--- config.mk ---
export PLATFORM = sky130hd
export DESIGN_NAME = password_lock_controller_top
export DESIGN_NICKNAME = d
export VERILOG_FILES = /design/src/hdl/plc_pkg.sv /design/src/hdl/password_lock_controller_top.sv /design/src/hdl/plc_step.sv
export SDC_FILE = /design/constraint.sdc
export NUM_CORES = 1
export LEC_CHECK = 0
export BUFFER_PORTS_ARGS = -buffer_cell sky130_fd_sc_hd__clkbuf_2
export CORE_UTILIZATION = 33
export CTS_CLUSTER_DIAMETER = 50
export CTS_CLUSTER_SIZE = 28
export DETAILED_ROUTE_END_ITERATION = 8
export PLACE_DENSITY = 0.48
export RECOVER_POWER = 50
export SLEW_MARGIN = 20
export SYNTH_ARGS = -nofsm -noshare
export SYNTH_HDL_FRONTEND = slang
export SYNTH_SLANG_ARGS = --single-unit
export TNS_END_PERCENT = 20
--- constraint.sdc ---
create_clock -name clk -period 4.1 [get_ports clk]
set_clock_uncertainty 0.1 [all_clocks]
set_input_delay 0.82 -clock clk [delete_from_list [all_inputs] [get_ports clk]]
set_output_delay 0.82 -clock clk [all_outputs]
set_load 0.01 [all_outputs]
--- src/hdl/plc_pkg.sv ---
`default_nettype none
// ----------------------------------------------------------------------------
// plc_pkg
// Shared widths, codes and types of the password lock controller.
// ----------------------------------------------------------------------------
package plc_pkg;

	localparam int PWD_LEN   = 4;
	localparam int POS_W     = $clog2(PWD_LEN + 1);
	localparam int BYTE_W    = 8;
	localparam int OP_W      = 2;
	localparam int EV_W      = 3;
	localparam int INTV_W    = 16;
	localparam int TOG_W     = 8;
	localparam int CFG_IDX_W = 1;
	localparam int CFG_W     = 16;

	localparam logic [INTV_W-1:0] INTV_RESET = INTV_W'(250);
	localparam logic [TOG_W-1:0]  TOG_RESET  = TOG_W'(6);

	localparam logic [BYTE_W-1:0] CH_ZERO  = 8'h30;
	localparam logic [BYTE_W-1:0] CH_CR    = 8'h0D;
	localparam logic [BYTE_W-1:0] CH_EXIT  = 8'h65;
	localparam logic [BYTE_W-1:0] CH_EXITU = 8'h45;
	localparam logic [BYTE_W-1:0] CH_NUL   = 8'h00;

	typedef enum logic [OP_W-1:0] {
		OP_CHAR   = 2'd0,
		OP_BUTTON = 2'd1,
		OP_TICK   = 2'd2,
		OP_START  = 2'd3
	} op_t;

	typedef enum logic [EV_W-1:0] {
		EV_NONE      = 3'd0,
		EV_EMPTY     = 3'd1,
		EV_CORRECT   = 3'd2,
		EV_INCORRECT = 3'd3,
		EV_UPDATED   = 3'd4,
		EV_EXITED    = 3'd5,
		EV_PROMPT    = 3'd6
	} ev_t;

	typedef enum logic [CFG_IDX_W-1:0] {
		REG_BLINK_INTV = 1'd0,
		REG_BLINK_TOG  = 1'd1
	} reg_idx_t;

	typedef logic [BYTE_W-1:0] byte_arr_t [PWD_LEN];

	typedef struct packed {
		logic echo;
		ev_t  ev;
		logic led;
		logic active;
		logic upd;
	} res_t;

endpackage
`default_nettype wire

--- src/hdl/password_lock_controller_top.sv ---
`default_nettype none
// ----------------------------------------------------------------------------
// password_lock_controller_top
// Code lock: characters, button presses, millisecond ticks and start commands
// in; echo mask, event code, LED and mode flags out.
// ----------------------------------------------------------------------------
// The lock takes one item per clock while in_ready is high and gives exactly
// one result item for each. An item is held in an input register, the lock
// state is updated from it by a single pass of compare and counter logic, and
// the result lands in an output register. The result item is offered once its
// item has passed from the input register into the output register, and it
// leaves when the output side is ready. The output register decouples the two
// sides: a new item is accepted while a result waits, and only a full input
// register behind a stalled output holds in_ready low.
// The result fields show the state after the item has been applied. The
// blink registers (index 0: interval in ticks, index 1: number of toggles)
// are written through cfg_we/cfg_index/cfg_data and should be changed only
// while no item is in flight. The stored password resets to four ASCII '0'.
// ----------------------------------------------------------------------------
module password_lock_controller_top (
	input  wire logic                          clk,
	input  wire logic                          arst_n,
	input  wire logic                          cfg_we,
	input  wire logic [plc_pkg::CFG_IDX_W-1:0] cfg_index,
	input  wire logic [plc_pkg::CFG_W-1:0]     cfg_data,
	input  wire logic                          in_valid,
	output logic                               in_ready,
	input  wire logic [plc_pkg::OP_W-1:0]      operation,
	input  wire logic [plc_pkg::BYTE_W-1:0]    char_code,
	output logic                               out_valid,
	input  wire logic                          out_ready,
	output logic                               echo_star,
	output logic [plc_pkg::EV_W-1:0]           event_res,
	output logic                               led_on,
	output logic                               is_active,
	output logic                               in_update_mode
);
	import plc_pkg::*;

	logic              valid_s1;
	logic [OP_W-1:0]   op_s1;
	logic [BYTE_W-1:0] ch_s1;
	logic              advance;
	res_t              res;
	res_t              res_q;
	logic              out_valid_q;

	// advance the held item into the output register when that has room
	assign advance  = valid_s1 && (!out_valid_q || out_ready);
	assign in_ready = !valid_s1 || advance;

	// input register: payload needs no reset
	always_ff @(posedge clk or negedge arst_n) begin
		if (!arst_n) begin
			valid_s1 <= 1'b0;
		end else if (in_ready) begin
			valid_s1 <= in_valid;
		end
	end

	always_ff @(posedge clk) begin
		if (in_valid && in_ready) begin
			op_s1 <= operation;
			ch_s1 <= char_code;
		end
	end

	plc_step u_step (
		.clk       (clk),
		.arst_n    (arst_n),
		.cfg_we    (cfg_we),
		.cfg_index (cfg_index),
		.cfg_data  (cfg_data),
		.fire      (advance),
		.op_in     (op_s1),
		.ch_in     (ch_s1),
		.res       (res)
	);

	// output register: hold the result until it is taken
	always_ff @(posedge clk or negedge arst_n) begin
		if (!arst_n) begin
			out_valid_q <= 1'b0;
		end else if (advance) begin
			out_valid_q <= 1'b1;
		end else if (out_ready) begin
			out_valid_q <= 1'b0;
		end
	end

	always_ff @(posedge clk) begin
		if (advance) begin
			res_q <= res;
		end
	end

	assign out_valid      = out_valid_q;
	assign echo_star      = res_q.echo;
	assign event_res      = res_q.ev;
	assign led_on         = res_q.led;
	assign is_active      = res_q.active;
	assign in_update_mode = res_q.upd;

	a_ready_when_empty: assert property (@(posedge clk) disable iff (!arst_n)
		!out_valid_q |-> in_ready)
		else $error("input stalled with an empty output register");

	a_exit_dark: assert property (@(posedge clk) disable iff (!arst_n)
		out_valid_q && res_q.ev == EV_EXITED |-> !res_q.active && !res_q.led)
		else $error("exit left the lock active or the LED lit");

	a_no_echo_on_submit: assert property (@(posedge clk) disable iff (!arst_n)
		out_valid_q && res_q.echo |-> res_q.ev != EV_EMPTY && res_q.ev != EV_CORRECT
			&& res_q.ev != EV_INCORRECT && res_q.ev != EV_UPDATED)
		else $error("asterisk echoed for a carriage return");

	a_prompt_mode: assert property (@(posedge clk) disable iff (!arst_n)
		out_valid_q && res_q.ev == EV_PROMPT |-> res_q.upd)
		else $error("change prompt without update mode");

	a_correct_lit: assert property (@(posedge clk) disable iff (!arst_n)
		out_valid_q && res_q.ev == EV_CORRECT |-> res_q.led && !res_q.upd)
		else $error("correct entry did not light the LED");

endmodule
`default_nettype wire

--- src/hdl/plc_step.sv ---
`default_nettype none
// ----------------------------------------------------------------------------
// plc_step
// Lock state and the single-pass update that one item applies to it.
// ----------------------------------------------------------------------------
module plc_step (
	input  wire logic                          clk,
	input  wire logic                          arst_n,
	input  wire logic                          cfg_we,
	input  wire logic [plc_pkg::CFG_IDX_W-1:0] cfg_index,
	input  wire logic [plc_pkg::CFG_W-1:0]     cfg_data,
	input  wire logic                          fire,
	input  wire logic [plc_pkg::OP_W-1:0]      op_in,
	input  wire logic [plc_pkg::BYTE_W-1:0]    ch_in,
	output plc_pkg::res_t                      res
);
	import plc_pkg::*;

	logic [INTV_W-1:0] intv_q;
	logic [TOG_W-1:0]  tog_q;

	logic              active_q, upd_q, succ_q, led_q;
	logic [POS_W-1:0]  pos_q;
	byte_arr_t         entry_q, pwd_q;
	logic [INTV_W-1:0] timer_q;
	logic [TOG_W-1:0]  left_q;

	logic              active_d, upd_d, succ_d, led_d, echo_d;
	logic [POS_W-1:0]  pos_d;
	byte_arr_t         entry_d, pwd_d, term;
	logic [INTV_W-1:0] timer_d, timer_dec;
	logic [TOG_W-1:0]  left_d, left_dec;
	ev_t               ev_d;
	logic              match, done;
	op_t               op;

	assign op        = op_t'(op_in);
	assign timer_dec = timer_q - INTV_W'(1);
	assign left_dec  = left_q - TOG_W'(1);

	// entry with terminator placed after a short entry, and the strncmp check
	always_comb begin
		match = 1'b1;
		done  = 1'b0;
		for (int i = 0; i < PWD_LEN; i++) begin
			term[i] = (pos_q == POS_W'(i)) ? CH_NUL : entry_q[i];
		end
		for (int i = 0; i < PWD_LEN; i++) begin
			if (!done) begin
				if (term[i] != pwd_q[i]) begin
					match = 1'b0;
					done  = 1'b1;
				end else if (term[i] == CH_NUL) begin
					done = 1'b1;
				end
			end
		end
	end

	always_comb begin
		active_d = active_q;
		upd_d    = upd_q;
		succ_d   = succ_q;
		led_d    = led_q;
		pos_d    = pos_q;
		entry_d  = entry_q;
		pwd_d    = pwd_q;
		timer_d  = timer_q;
		left_d   = left_q;
		echo_d   = 1'b0;
		ev_d     = EV_NONE;
		if (op == OP_START) begin
			active_d = 1'b1;
			succ_d   = 1'b0;
			led_d    = 1'b0;
			pos_d    = '0;
			for (int i = 0; i < PWD_LEN; i++) entry_d[i] = CH_NUL;
		end else if (active_q) begin
			unique case (op)
				OP_CHAR: begin
					echo_d = !succ_q && (ch_in != CH_CR);
					if (ch_in == CH_EXIT || ch_in == CH_EXITU) begin
						active_d = 1'b0;
						led_d    = 1'b0;
						ev_d     = EV_EXITED;
					end else if (ch_in == CH_CR) begin
						if (pos_q == '0) begin
							ev_d = EV_EMPTY;
						end else begin
							entry_d = term;
							pos_d   = '0;
							if (!upd_q) begin
								if (match) begin
									succ_d = 1'b1;
									led_d  = 1'b1;
									ev_d   = EV_CORRECT;
								end else begin
									left_d  = tog_q;
									timer_d = intv_q;
									ev_d    = EV_INCORRECT;
								end
							end else begin
								pwd_d = term;
								led_d = 1'b0;
								upd_d = 1'b0;
								ev_d  = EV_UPDATED;
							end
						end
					end else if (pos_q < POS_W'(PWD_LEN)) begin
						for (int i = 0; i < PWD_LEN; i++) begin
							if (pos_q == POS_W'(i)) entry_d[i] = ch_in;
						end
						pos_d = pos_q + POS_W'(1);
					end
				end
				OP_BUTTON: begin
					if (upd_q) begin
						upd_d = 1'b0;
					end else begin
						upd_d = 1'b1;
						pos_d = '0;
						for (int i = 0; i < PWD_LEN; i++) entry_d[i] = CH_NUL;
						ev_d  = EV_PROMPT;
					end
				end
				OP_TICK: begin
					if (timer_q != '0) begin
						timer_d = timer_dec;
						if (timer_dec == '0 && left_q != '0) begin
							led_d  = !led_q;
							left_d = left_dec;
							if (left_dec != '0) timer_d = intv_q;
						end
					end
				end
				default: ;
			endcase
		end
	end

	always_ff @(posedge clk or negedge arst_n) begin
		if (!arst_n) begin
			intv_q <= INTV_RESET;
			tog_q  <= TOG_RESET;
		end else if (cfg_we) begin
			unique case (reg_idx_t'(cfg_index))
				REG_BLINK_INTV: intv_q <= cfg_data[INTV_W-1:0];
				REG_BLINK_TOG:  tog_q  <= cfg_data[TOG_W-1:0];
				default: ;
			endcase
		end
	end

	always_ff @(posedge clk or negedge arst_n) begin
		if (!arst_n) begin
			active_q <= 1'b0;
			upd_q    <= 1'b0;
			succ_q   <= 1'b0;
			led_q    <= 1'b0;
			pos_q    <= '0;
			timer_q  <= '0;
			left_q   <= '0;
			for (int i = 0; i < PWD_LEN; i++) begin
				entry_q[i] <= CH_NUL;
				pwd_q[i]   <= CH_ZERO;
			end
		end else if (fire) begin
			active_q <= active_d;
			upd_q    <= upd_d;
			succ_q   <= succ_d;
			led_q    <= led_d;
			pos_q    <= pos_d;
			timer_q  <= timer_d;
			left_q   <= left_d;
			entry_q  <= entry_d;
			pwd_q    <= pwd_d;
		end
	end

	assign res = '{echo: echo_d, ev: ev_d, led: led_d, active: active_d, upd: upd_d};

endmodule
`default_nettype wire
Word level (Yosys, flattened, before mapping). Index checks and enable logic that the tools add are counted.

$add $sub $neg: 3. Magnitude comparators: 1. Eq/ne operators: 32. Multiplexer cells: 94. Bitwise gates (word level): 6. Reduce and logical (&&, ||, !) cells: 40.

Operator list (count): 32-bit 2-to-1 mux (7); 16-bit 2-to-1 mux (8); 8-bit 2-to-1 mux (15); 32-bit case mux with 2 select lines (1); 8-bit AND reduction (6); 1-bit 2-to-1 mux (45); 3-bit 2-to-1 mux (12); 8-bit inequality test (4); 16-bit case mux with 2 select lines (1); 8-bit logical NOT (3); 4-bit by 1-bit inequality test with 1-bit output (second input constant) (5); 8-bit by 7-bit == test with 1-bit output (second input constant) (2); 16-bit logical NOT (1); 8-bit case mux with 2 select lines (1); 16-bit nonzero test (1); 8-bit nonzero test (2); 16-bit by 1-bit subtractor with 16-bit output (second input constant) (1); 2-bit inequality test (second input constant) (6); 3-bit case mux with 2 select lines (2); 2-bit nonzero test (6); 11-bit AND reduction (1); 10-bit AND reduction (1); 8-bit by 4-bit == test with 1-bit output (second input constant) (1); 2-bit by 1-bit inequality test with 1-bit output (second input constant) (4); other kinds (23) (40).

Bits in registers: 138. Output and inout bits: 9. Word-level logic and storage cells: 202.

Longest topological paths before layout. Gate-level depths: netlist of the first run.

Depth in word-level cells: 18. Depth in mapped cells: 13. Gate-level depth less buffers: 10.

Hierarchy. Synthesis of the first run repeated with hierarchy kept, for this count alone.

Cells, all modules: 769. Area, all modules: 7408.4 um^2.

By module, submodules not included: plc_step (times used 1, cells an instance 744, area an instance 6794.0 um^2, sequential area each 2997.9 um^2); password_lock_controller_top (times used 1, cells an instance 25, area an instance 614.3 um^2, sequential area each 560.5 um^2).

Least setup slack after synthesis of the first run. No wires, ideal clock.

Kind: register -> register. Start: reg u_step.left_q[0]. End: reg u_step.timer_q[15]. Arrival time: 2.774 ns. Data required time: 3.872 ns. Slack: 1.098 ns. Cell stages (with the launch flop): 12. Buffers on the path: 2. Clock period less this slack: 3.002 ns. Cells stage by stage: dfrtp_1 > inv_1 > ha_1 > or3b_2 > or3_1 > xnor2_1 > nor4_1 > o31ai_4 > buf_2 > buf_2 > a21oi_1 > mux2i_1.

Word-level cells in the longest chain between the ends: 6.

RTL lines: start, declared (RTL line plc_step.sv:26) `logic [TOG_W-1:0] left_q;`; start signal, assigned (RTL line plc_step.sv:174) `left_q <= left_d;`; 8-bit by 1-bit subtractor with 8-bit output (RTL line plc_step.sv:39) `assign left_dec = left_q - TOG_W'(1);`; 8-bit nonzero test (RTL line plc_step.sv:132) `if (left_dec != '0) timer_d = intv_q;`; 16-bit 2-to-1 mux (RTL line plc_step.sv:132); 16-bit 2-to-1 mux (*) (RTL line plc_step.sv:129) `if (timer_dec == '0 && left_q != '0) begin`; 16-bit 2-to-1 mux (*) (RTL line plc_step.sv:127) `if (timer_q != '0) begin`; 16-bit case mux with 2 select lines (*) (RTL line plc_step.sv:79) `unique case (op)`; end signal, assigned (RTL line plc_step.sv:173) `timer_q <= timer_d;`; end, declared (RTL line plc_step.sv:25) `logic [INTV_W-1:0] timer_q;`.

Every way passes the cells marked *; elsewhere a longest branch is shown, timed or not. The select of a mux whose other input is x is not followed. A chain may end at the register's enable or synchronous reset.

Worst setup path after layout of the first run.
Start: reg u_step.left_q[0]. End: reg u_step.timer_q[8].

Same word-level chain as after synthesis.

==> impl_metrics.env, run 1 <==
export IMPL_status="complete, but fails checks"
export IMPL_violations="capacitance limit, slew limit"
export IMPL_hp_class="register to register"
export IMPL_grt_pass1_wl_um=32100
export IMPL_numCtsBuffers=17
export IMPL_rr_worst_depth=11
export IMPL_finalWorstSetupSlack_ps=357
export IMPL_wire_per_inst_um=17.9
export IMPL_netlist_area_mm2=0.00741
export IMPL_cts_buffer_depth=2
export IMPL_regToRegEndpoint="u_step.timer_q[8]$_DFFE_PN0P_"
export IMPL_p_comb_frac=0.307
export IMPL_place_inst=1048
export IMPL_hold_start="u_step.pwd_q[28]$_DFFE_PN1P_"
export IMPL_cts_tree="built"
export IMPL_end_kind="register"
export IMPL_regToRegSetupSlack_ps=360
export IMPL_n_antenna_cell=0
export IMPL_cts_htree_levels=4
export IMPL_ys_top_cells_by_area="dfrtp_1 (35%), edfxtp_1 (6.9%), dfstp_2 (5.7%)"
export IMPL_maxSlewHeadroom=-0.899
export IMPL_p_int_uw=3380
export IMPL_synthDistinctLibCells=72
export IMPL_cp_start_kind="register"
export IMPL_p_sw_frac=0.371
export IMPL_synth_seq_area_share=0.480
export IMPL_stdcell_count=1080
export IMPL_post_cts_setup_buffers=0
export IMPL_pre_cts_ws_ps=421
export IMPL_grt_use_total=0.174
export IMPL_syn_nets=798
export IMPL_min_to="u_step.pwd_q[28]$_DFFE_PN1P_"
export IMPL_tightestPinTransition_ps=2850
export IMPL_crit_required_ps=4310
export IMPL_fill_cells=2178
export IMPL_grt_overflow_total=0
export IMPL_drv_cap=1
export IMPL_fmax_mhz=267
export IMPL_period_needed_ps=3740
export IMPL_ctsResizeCount=0
export IMPL_power_frac_seq=0.402
export IMPL_cts_root_buf="clkbuf_16"
export IMPL_hold_buffers=0
export IMPL_synth_seq_cells=138
export IMPL_io_pins=41
export IMPL_path_clk_slew_ps=60
export IMPL_core_region_area_mm2=0.0219
export IMPL_first_pass_iters=5
export IMPL_drt_initial_drc_count=326
export IMPL_ir_drop_v=0.000263
export IMPL_use_met3=0.0351
export IMPL_route_detailed_drc=0
export IMPL_yosys_warnings=0
export IMPL_slew_violations=49
export IMPL_path_cells="inv_1 > ha_1 > or3b_2 > or3_1 > xnor2_1 > nor4_1 > o31ai_4 > buf_4 > nand2b_1 > nand3_1 > o2bb2ai_1"
export IMPL_post_route_period_util=0.913
export IMPL_start_util=0.339
export IMPL_use_met1=0.247
export IMPL_port_buffer_count=40
export IMPL_crit_start="u_step.left_q[0]$_DFFE_PN0P_"
export IMPL_grt_antenna_before_repair=0
export IMPL_pwr_share_clk=0.291
export IMPL_slowest_stage="o31ai_4"
export IMPL_ys_flop_type="dfrtp_1"
export IMPL_final_cell_mix="nand2_1 (105), dfrtp_1 (105), nor2_1 (54), nand3_1 (50), clkbuf_2 (38)"
export IMPL_rr_startpoint="u_step.left_q[0]$_DFFE_PN0P_"
export IMPL_met2_usage=0.261
export IMPL_grt_max_degree=74
export IMPL_area_growth_pct=14.9
export IMPL_powerDensity_mw_per_mm2=630
export IMPL_power_switching_uw=1990
export IMPL_vias_per_cell=5.55
export IMPL_dp_hpwl_um=13000
export IMPL_synth_top_area_frac=0.355
export IMPL_tns_ps=0
export IMPL_critPathArrivalTime_ps=3950
export IMPL_hold_depth=2
export IMPL_max_stage_delay_ps=850
export IMPL_p_leak_uw=0.00352
export IMPL_synth_edff_count=17
export IMPL_synth_top_cell_by_area="dfrtp_1"
export IMPL_die_w_um=152
export IMPL_avgSynthCellArea_um2=9.88
export IMPL_critical_path_max_fanout=28
export IMPL_grt_pass1_vias=5908
export IMPL_worst_skew_pair_late_latency_ps=430
export IMPL_synth_cells=750
export IMPL_setup_violations=0
export IMPL_finalNetCount=835
export IMPL_via_count=5996
export IMPL_async_flop_share=0.877
export IMPL_rsz0062_at_grt="false"
export IMPL_utilization=0.389
export IMPL_gp_congestion=0.831
export IMPL_clock_sinks=138
export IMPL_dieArea_mm2=0.0231
export IMPL_path_class="register to register"
export IMPL_grt_busiest_layer="met2"
export IMPL_wl_um=19400
export IMPL_rows=54
export IMPL_drive_gt1_frac=0.178
export IMPL_die_h_um=152
export IMPL_postRouteAntennaNets=0
export IMPL_hold_viol=0
state kept, by name, summed over array words and instances, names as in the netlist, 2 cells and up:
| register | cells |
|---|---|
| u_step.entry_q | 32 |
| ch_s1 | 8 |
| u_step.pos_q | 3 |
| u_step.tog_q | 8 |
| u_step.intv_q | 16 |
| u_step.left_q | 8 |
| u_step.timer_q | 16 |
| op_s1 | 2 |
| u_step.pwd_q | 32 |
| event_res | 3 |
final cells by class:
type,count,area (um2),area share
Inverter,17,63.8,0.00749
Sequential cell,138,3560,0.418
Clock inverter,13,154,0.0181
Multi-Input combinational cell,559,3640,0.428
Tap cell,280,350,0.0411
Clock buffer,19,433,0.0508
Timing Repair Buffer,54,312,0.0366
through the flow:
stage	instance area [um2]	power [uW]	hold WS, ps
final	8520	5370	374
after global routing	8520	5720	392
after CTS	8520	5400	349
after detailed placement	7940	3800	369
after global placement	7940	3770	360
after floorplan	7410	3290	350
critical path: cells and delay by family (launching register included):
kind,cells,cell delay (ps)
simple gates,5,1200
buf+inv,2,480
xor+xnor,1,160
compound gates,2,1010
flops,1,450
fa+ha+maj,1,240
cells in the mapped netlist (all sizes together), types with 5 or more instances:
library cell / number
nand2b: 13
ha: 16
o2bb2ai: 12
nor2b: 10
buf: 12
nand2: 105
nand3b: 5
a21oi: 32
nor4: 11
dfstp: 16
dfrtp: 105
edfxtp: 17
a31oi: 22
nand4b: 6
o32ai: 12
nand3: 51
mux2i: 5
a22o: 20
o21ai: 25
nor3: 20
nand4: 5
clkbuf: 24
nor2: 55
xnor2: 19
nor4bb: 13
a32o: 12
o211ai: 6
inv: 16
mux2: 26
logic make-up (layout without fill, tap and decap cells):
logic type                 after synthesis  after routing  synth area share
muxes                                   31             31            0.0463
and+or+nand+nor                        319            319             0.223
adders and majority gates               16             16            0.0270
buffers and inverters                   53            103            0.0287
DFF                                    138            138             0.480
xor gates and xnor gates                20             20            0.0236
AOI/OAI and AO/OA                      173            173             0.171
worst max path at each step:
stage | end | slack (ps)
floorplan | u_step.timer_q[15]$_DFFE_PN0P_ | 1100
global placement | u_step.timer_q[9]$_DFFE_PN0P_ | 510
detailed placement | u_step.timer_q[8]$_DFFE_PN0P_ | 420
CTS | u_step.timer_q[8]$_DFFE_PN0P_ | 400
global route | u_step.timer_q[8]$_DFFE_PN0P_ | 60
finish | u_step.timer_q[8]$_DFFE_PN0P_ | 360
power by group through the flow:
stage | logic [uW] | registers, uW | clock network, uW
final | 1650 | 2160 | 1560
after global routing | 1840 | 2220 | 1660
after CTS | 1650 | 2150 | 1600
after detailed placement | 1630 | 2170 | 0
after global placement | 1610 | 2160 | 0
after floorplan | 1290 | 2000 | 0
metal layers:
metal  up-vias  share of wire
li1       2864              -
met4         0          0.017
met3        19          0.036
met5         -              0
met2       142           0.45
met1      2971           0.50
Power figures use the tool's default switching activity.
==> inputs of run 2 (changes only) <==
--- a/config.mk
+++ b/config.mk
@@ -15,5 +15,6 @@
 export SLEW_MARGIN = 20
 export SYNTH_ARGS = -nofsm -noshare
 export SYNTH_HDL_FRONTEND = slang
+export SYNTH_HIERARCHICAL = 1
 export SYNTH_SLANG_ARGS = --single-unit
 export TNS_END_PERCENT = 20
==> impl_metrics.env, run 2 <==
export IMPL_synth_seq_area_share=0.480
export IMPL_finalNetCount=846
export IMPL_drt_initial_drc_count=417
export IMPL_start_util=0.338
export IMPL_utilization=0.386
export IMPL_vias_per_cell=5.50
export IMPL_yosys_warnings=6
export IMPL_tightestPinTransition_ps=2760
export IMPL_cp_endpoint="u_step/timer_q[3]$_DFFE_PN0P_"
export IMPL_end_kind="register"
export IMPL_path_clk_slew_ps=60
export IMPL_port_buffer_count=40
export IMPL_grt_pass1_wl_um=30800
export IMPL_grt_use_total=0.166
export IMPL_synth_cells=769
export IMPL_violations="capacitance limit, slew limit"
export IMPL_crit_start="u_step/pos_q[1]$_DFFE_PN0P_"
export IMPL_finalWorstSetupSlack_ps=471
export IMPL_first_pass_iters=5
export IMPL_cts_tree="built"
export IMPL_n_antenna_cell=0
export IMPL_cts_htree_levels=4
export IMPL_async_flop_share=0.877
export IMPL_rr_startpoint="u_step/pos_q[1]$_DFFE_PN0P_"
export IMPL_critPathArrivalTime_ps=3810
export IMPL_dp_hpwl_um=12600
export IMPL_whs_ps=391
export IMPL_mostFrequentLayoutCell="dfrtp_1"
export IMPL_regToRegSetupSlack_ps=470
export IMPL_drv_cap=1
export IMPL_grt_antenna_before_repair=0
export IMPL_avgSynthCellArea_um2=9.63
export IMPL_tns_ps=0
export IMPL_syn_nets=816
export IMPL_place_inst=1060
export IMPL_regToRegEndpoint="u_step/timer_q[3]$_DFFE_PN0P_"
export IMPL_core_region_area_mm2=0.0219
export IMPL_grt_max_degree=122
export IMPL_hold_buffers=0
export IMPL_slew_violations=122
export IMPL_rr_worst_depth=11
export IMPL_synthDistinctLibCells=66
export IMPL_reg_largest_list="u_step/entry_q x32, u_step/pwd_q x32"
export IMPL_die_h_um=152
export IMPL_cts_buffer_depth=2
export IMPL_post_cts_setup_buffers=0
export IMPL_clock_sinks=138
export IMPL_setup_violations=0
export IMPL_wire_per_inst_um=17.0
export IMPL_ctsResizeCount=0
export IMPL_rsz0062_at_grt="false"
export IMPL_synth_edff_count=17
export IMPL_crit_required_ps=4290
export IMPL_rows=54
export IMPL_period_needed_ps=3630
export IMPL_drive_gt1_frac=0.176
export IMPL_ys_flop_type="dfrtp_1"
export IMPL_hold_start="valid_s1$_DFFE_PN0P_"
export IMPL_route_detailed_drc=0
export IMPL_grt_overflow_total=0
export IMPL_postRouteAntennaNets=0
export IMPL_io_pins=41
export IMPL_powerDensity_mw_per_mm2=607
export IMPL_critical_path_max_fanout=27
export IMPL_yosysMostFrequentCell="dfrtp_1"
export IMPL_synth_top_area_frac=0.355
export IMPL_gp_congestion=0.838
export IMPL_numCtsBuffers=17
export IMPL_synthTopCellsByCount="dfrtp_1 (105), nand2_1 (95), o21ai_0 (71), nor2_1 (65), a21oi_1 (46)"
export IMPL_die_w_um=152
export IMPL_p_leak_uw=0.00330
export IMPL_netlist_area_mm2=0.00741
export IMPL_hold_viol=0
export IMPL_cp_start_kind="register"
export IMPL_final_cell_mix="dfrtp_1 (105), nand2_1 (95), o21ai_0 (71), nor2_1 (65), a21oi_1 (46)"
export IMPL_ys_top_cells_by_area="dfrtp_1 (35%), edfxtp_1 (6.9%), dfstp_2 (5.7%)"
export IMPL_cts_root_buf="clkbuf_16"
export IMPL_hp_class="register to register"
export IMPL_path_class="register to register"
export IMPL_dieArea_mm2=0.0231
export IMPL_post_route_period_util=0.885
export IMPL_stdcell_count=1092
export IMPL_grt_pass1_vias=5857
export IMPL_area_growth_pct=14.0
export IMPL_wl_um=18600
export IMPL_synth_top_cell_by_area="dfrtp_1"
export IMPL_worst_skew_pair_late_latency_ps=430
export IMPL_maxSlewHeadroom=-0.843
export IMPL_fmax_mhz=276
export IMPL_status="complete, but fails checks"
export IMPL_synth_seq_cells=138
export IMPL_pre_cts_ws_ps=275
export IMPL_ir_drop_v=0.000257
export IMPL_via_count=6009
run 2: cell types whose count changed after synthesis, moves of 7 or more:
cell and delta:
o21ai_0 +50, clkbuf_1 +7, o2bb2ai_1 -12, nor2_1 +11, nand2_1 -10, buf_2 -7, a21oi_1 +14, o21ai_1 +11
nand3_1 -36
run 2: worst min path at each step:
stage | slack [ps] | to | cells after the start
after CTS | 410 | u_step/pwd_q[29]$_DFFE_PN1P_ | 2
after global placement | 380 | u_step/pwd_q[28]$_DFFE_PN1P_ | 2
after global routing | 430 | u_step/intv_q[10]$_DFFE_PN0P_ | 1
after floorplan | 370 | u_step/pwd_q[28]$_DFFE_PN1P_ | 2
after detailed placement | 400 | u_step/pwd_q[29]$_DFFE_PN1P_ | 2
final | 390 | out_valid$_DFFE_PN0P_ | 1
run 2: final cells by class:
type                            instances  area (um2)
Multi-Input combinational cell        566        3560
Sequential cell                       138        3560
Clock inverter                         12         136
Clock buffer                           20         457
Fill cell                            2176       13400
Inverter                               22        82.6
Timing Repair Buffer                   54         304
Tap cell                              280         350
run 2: critical path: stages (launching register included):
cell and delay, ps:
dfrtp_1 400, inv_1 110, ha_1 190, nor2b_1 580, nor2_1 110, o32ai_1 270, nand4_1 290, a311oi_2 480
nor3_1 130, or2_2 540, a21oi_1 220, a21oi_1 60
run 2: report_power, final:
part	leakage (uW)	switching [uW]	internal [uW]
Combinational	0.00136	820	613
Sequential	0.00165	430	1690
Clock	0.000292	632	936
Total	0.00330	1880	3240
run 2: layer usage:
layer / routed length [um] / vias to the layer above / track usage
met5: 0 / - / 0
met4: 237 / 0 / 0.0538
met3: 650 / 20 / 0.0359
met2: 8860 / 112 / 0.265
met1: 8870 / 2984 / 0.225
li1: - / 2893 / -
run 2: per-stage QoR:
stage                     total power (uW)  area [um2]
after detailed placement              3560        7880
final                                 5120        8450
after global routing                  5450        8450
after CTS                             5160        8470
after global placement                3530        7880
after floorplan                       3110        7410
run 2: kinds of logic (layout without fill, tap and decap cells):
logic type	count (synthesis)	in the layout	share of synthesized area
adder cells (fa/ha/maj)	15	15	0.0253
AO/OA/AOI/OAI	237	237	0.207
multiplexers	25	25	0.0380
XOR/XNOR	19	19	0.0225
buffers and inverters	65	108	0.0382
flip-flops	138	138	0.480
AND/OR/NAND/NOR	270	270	0.189
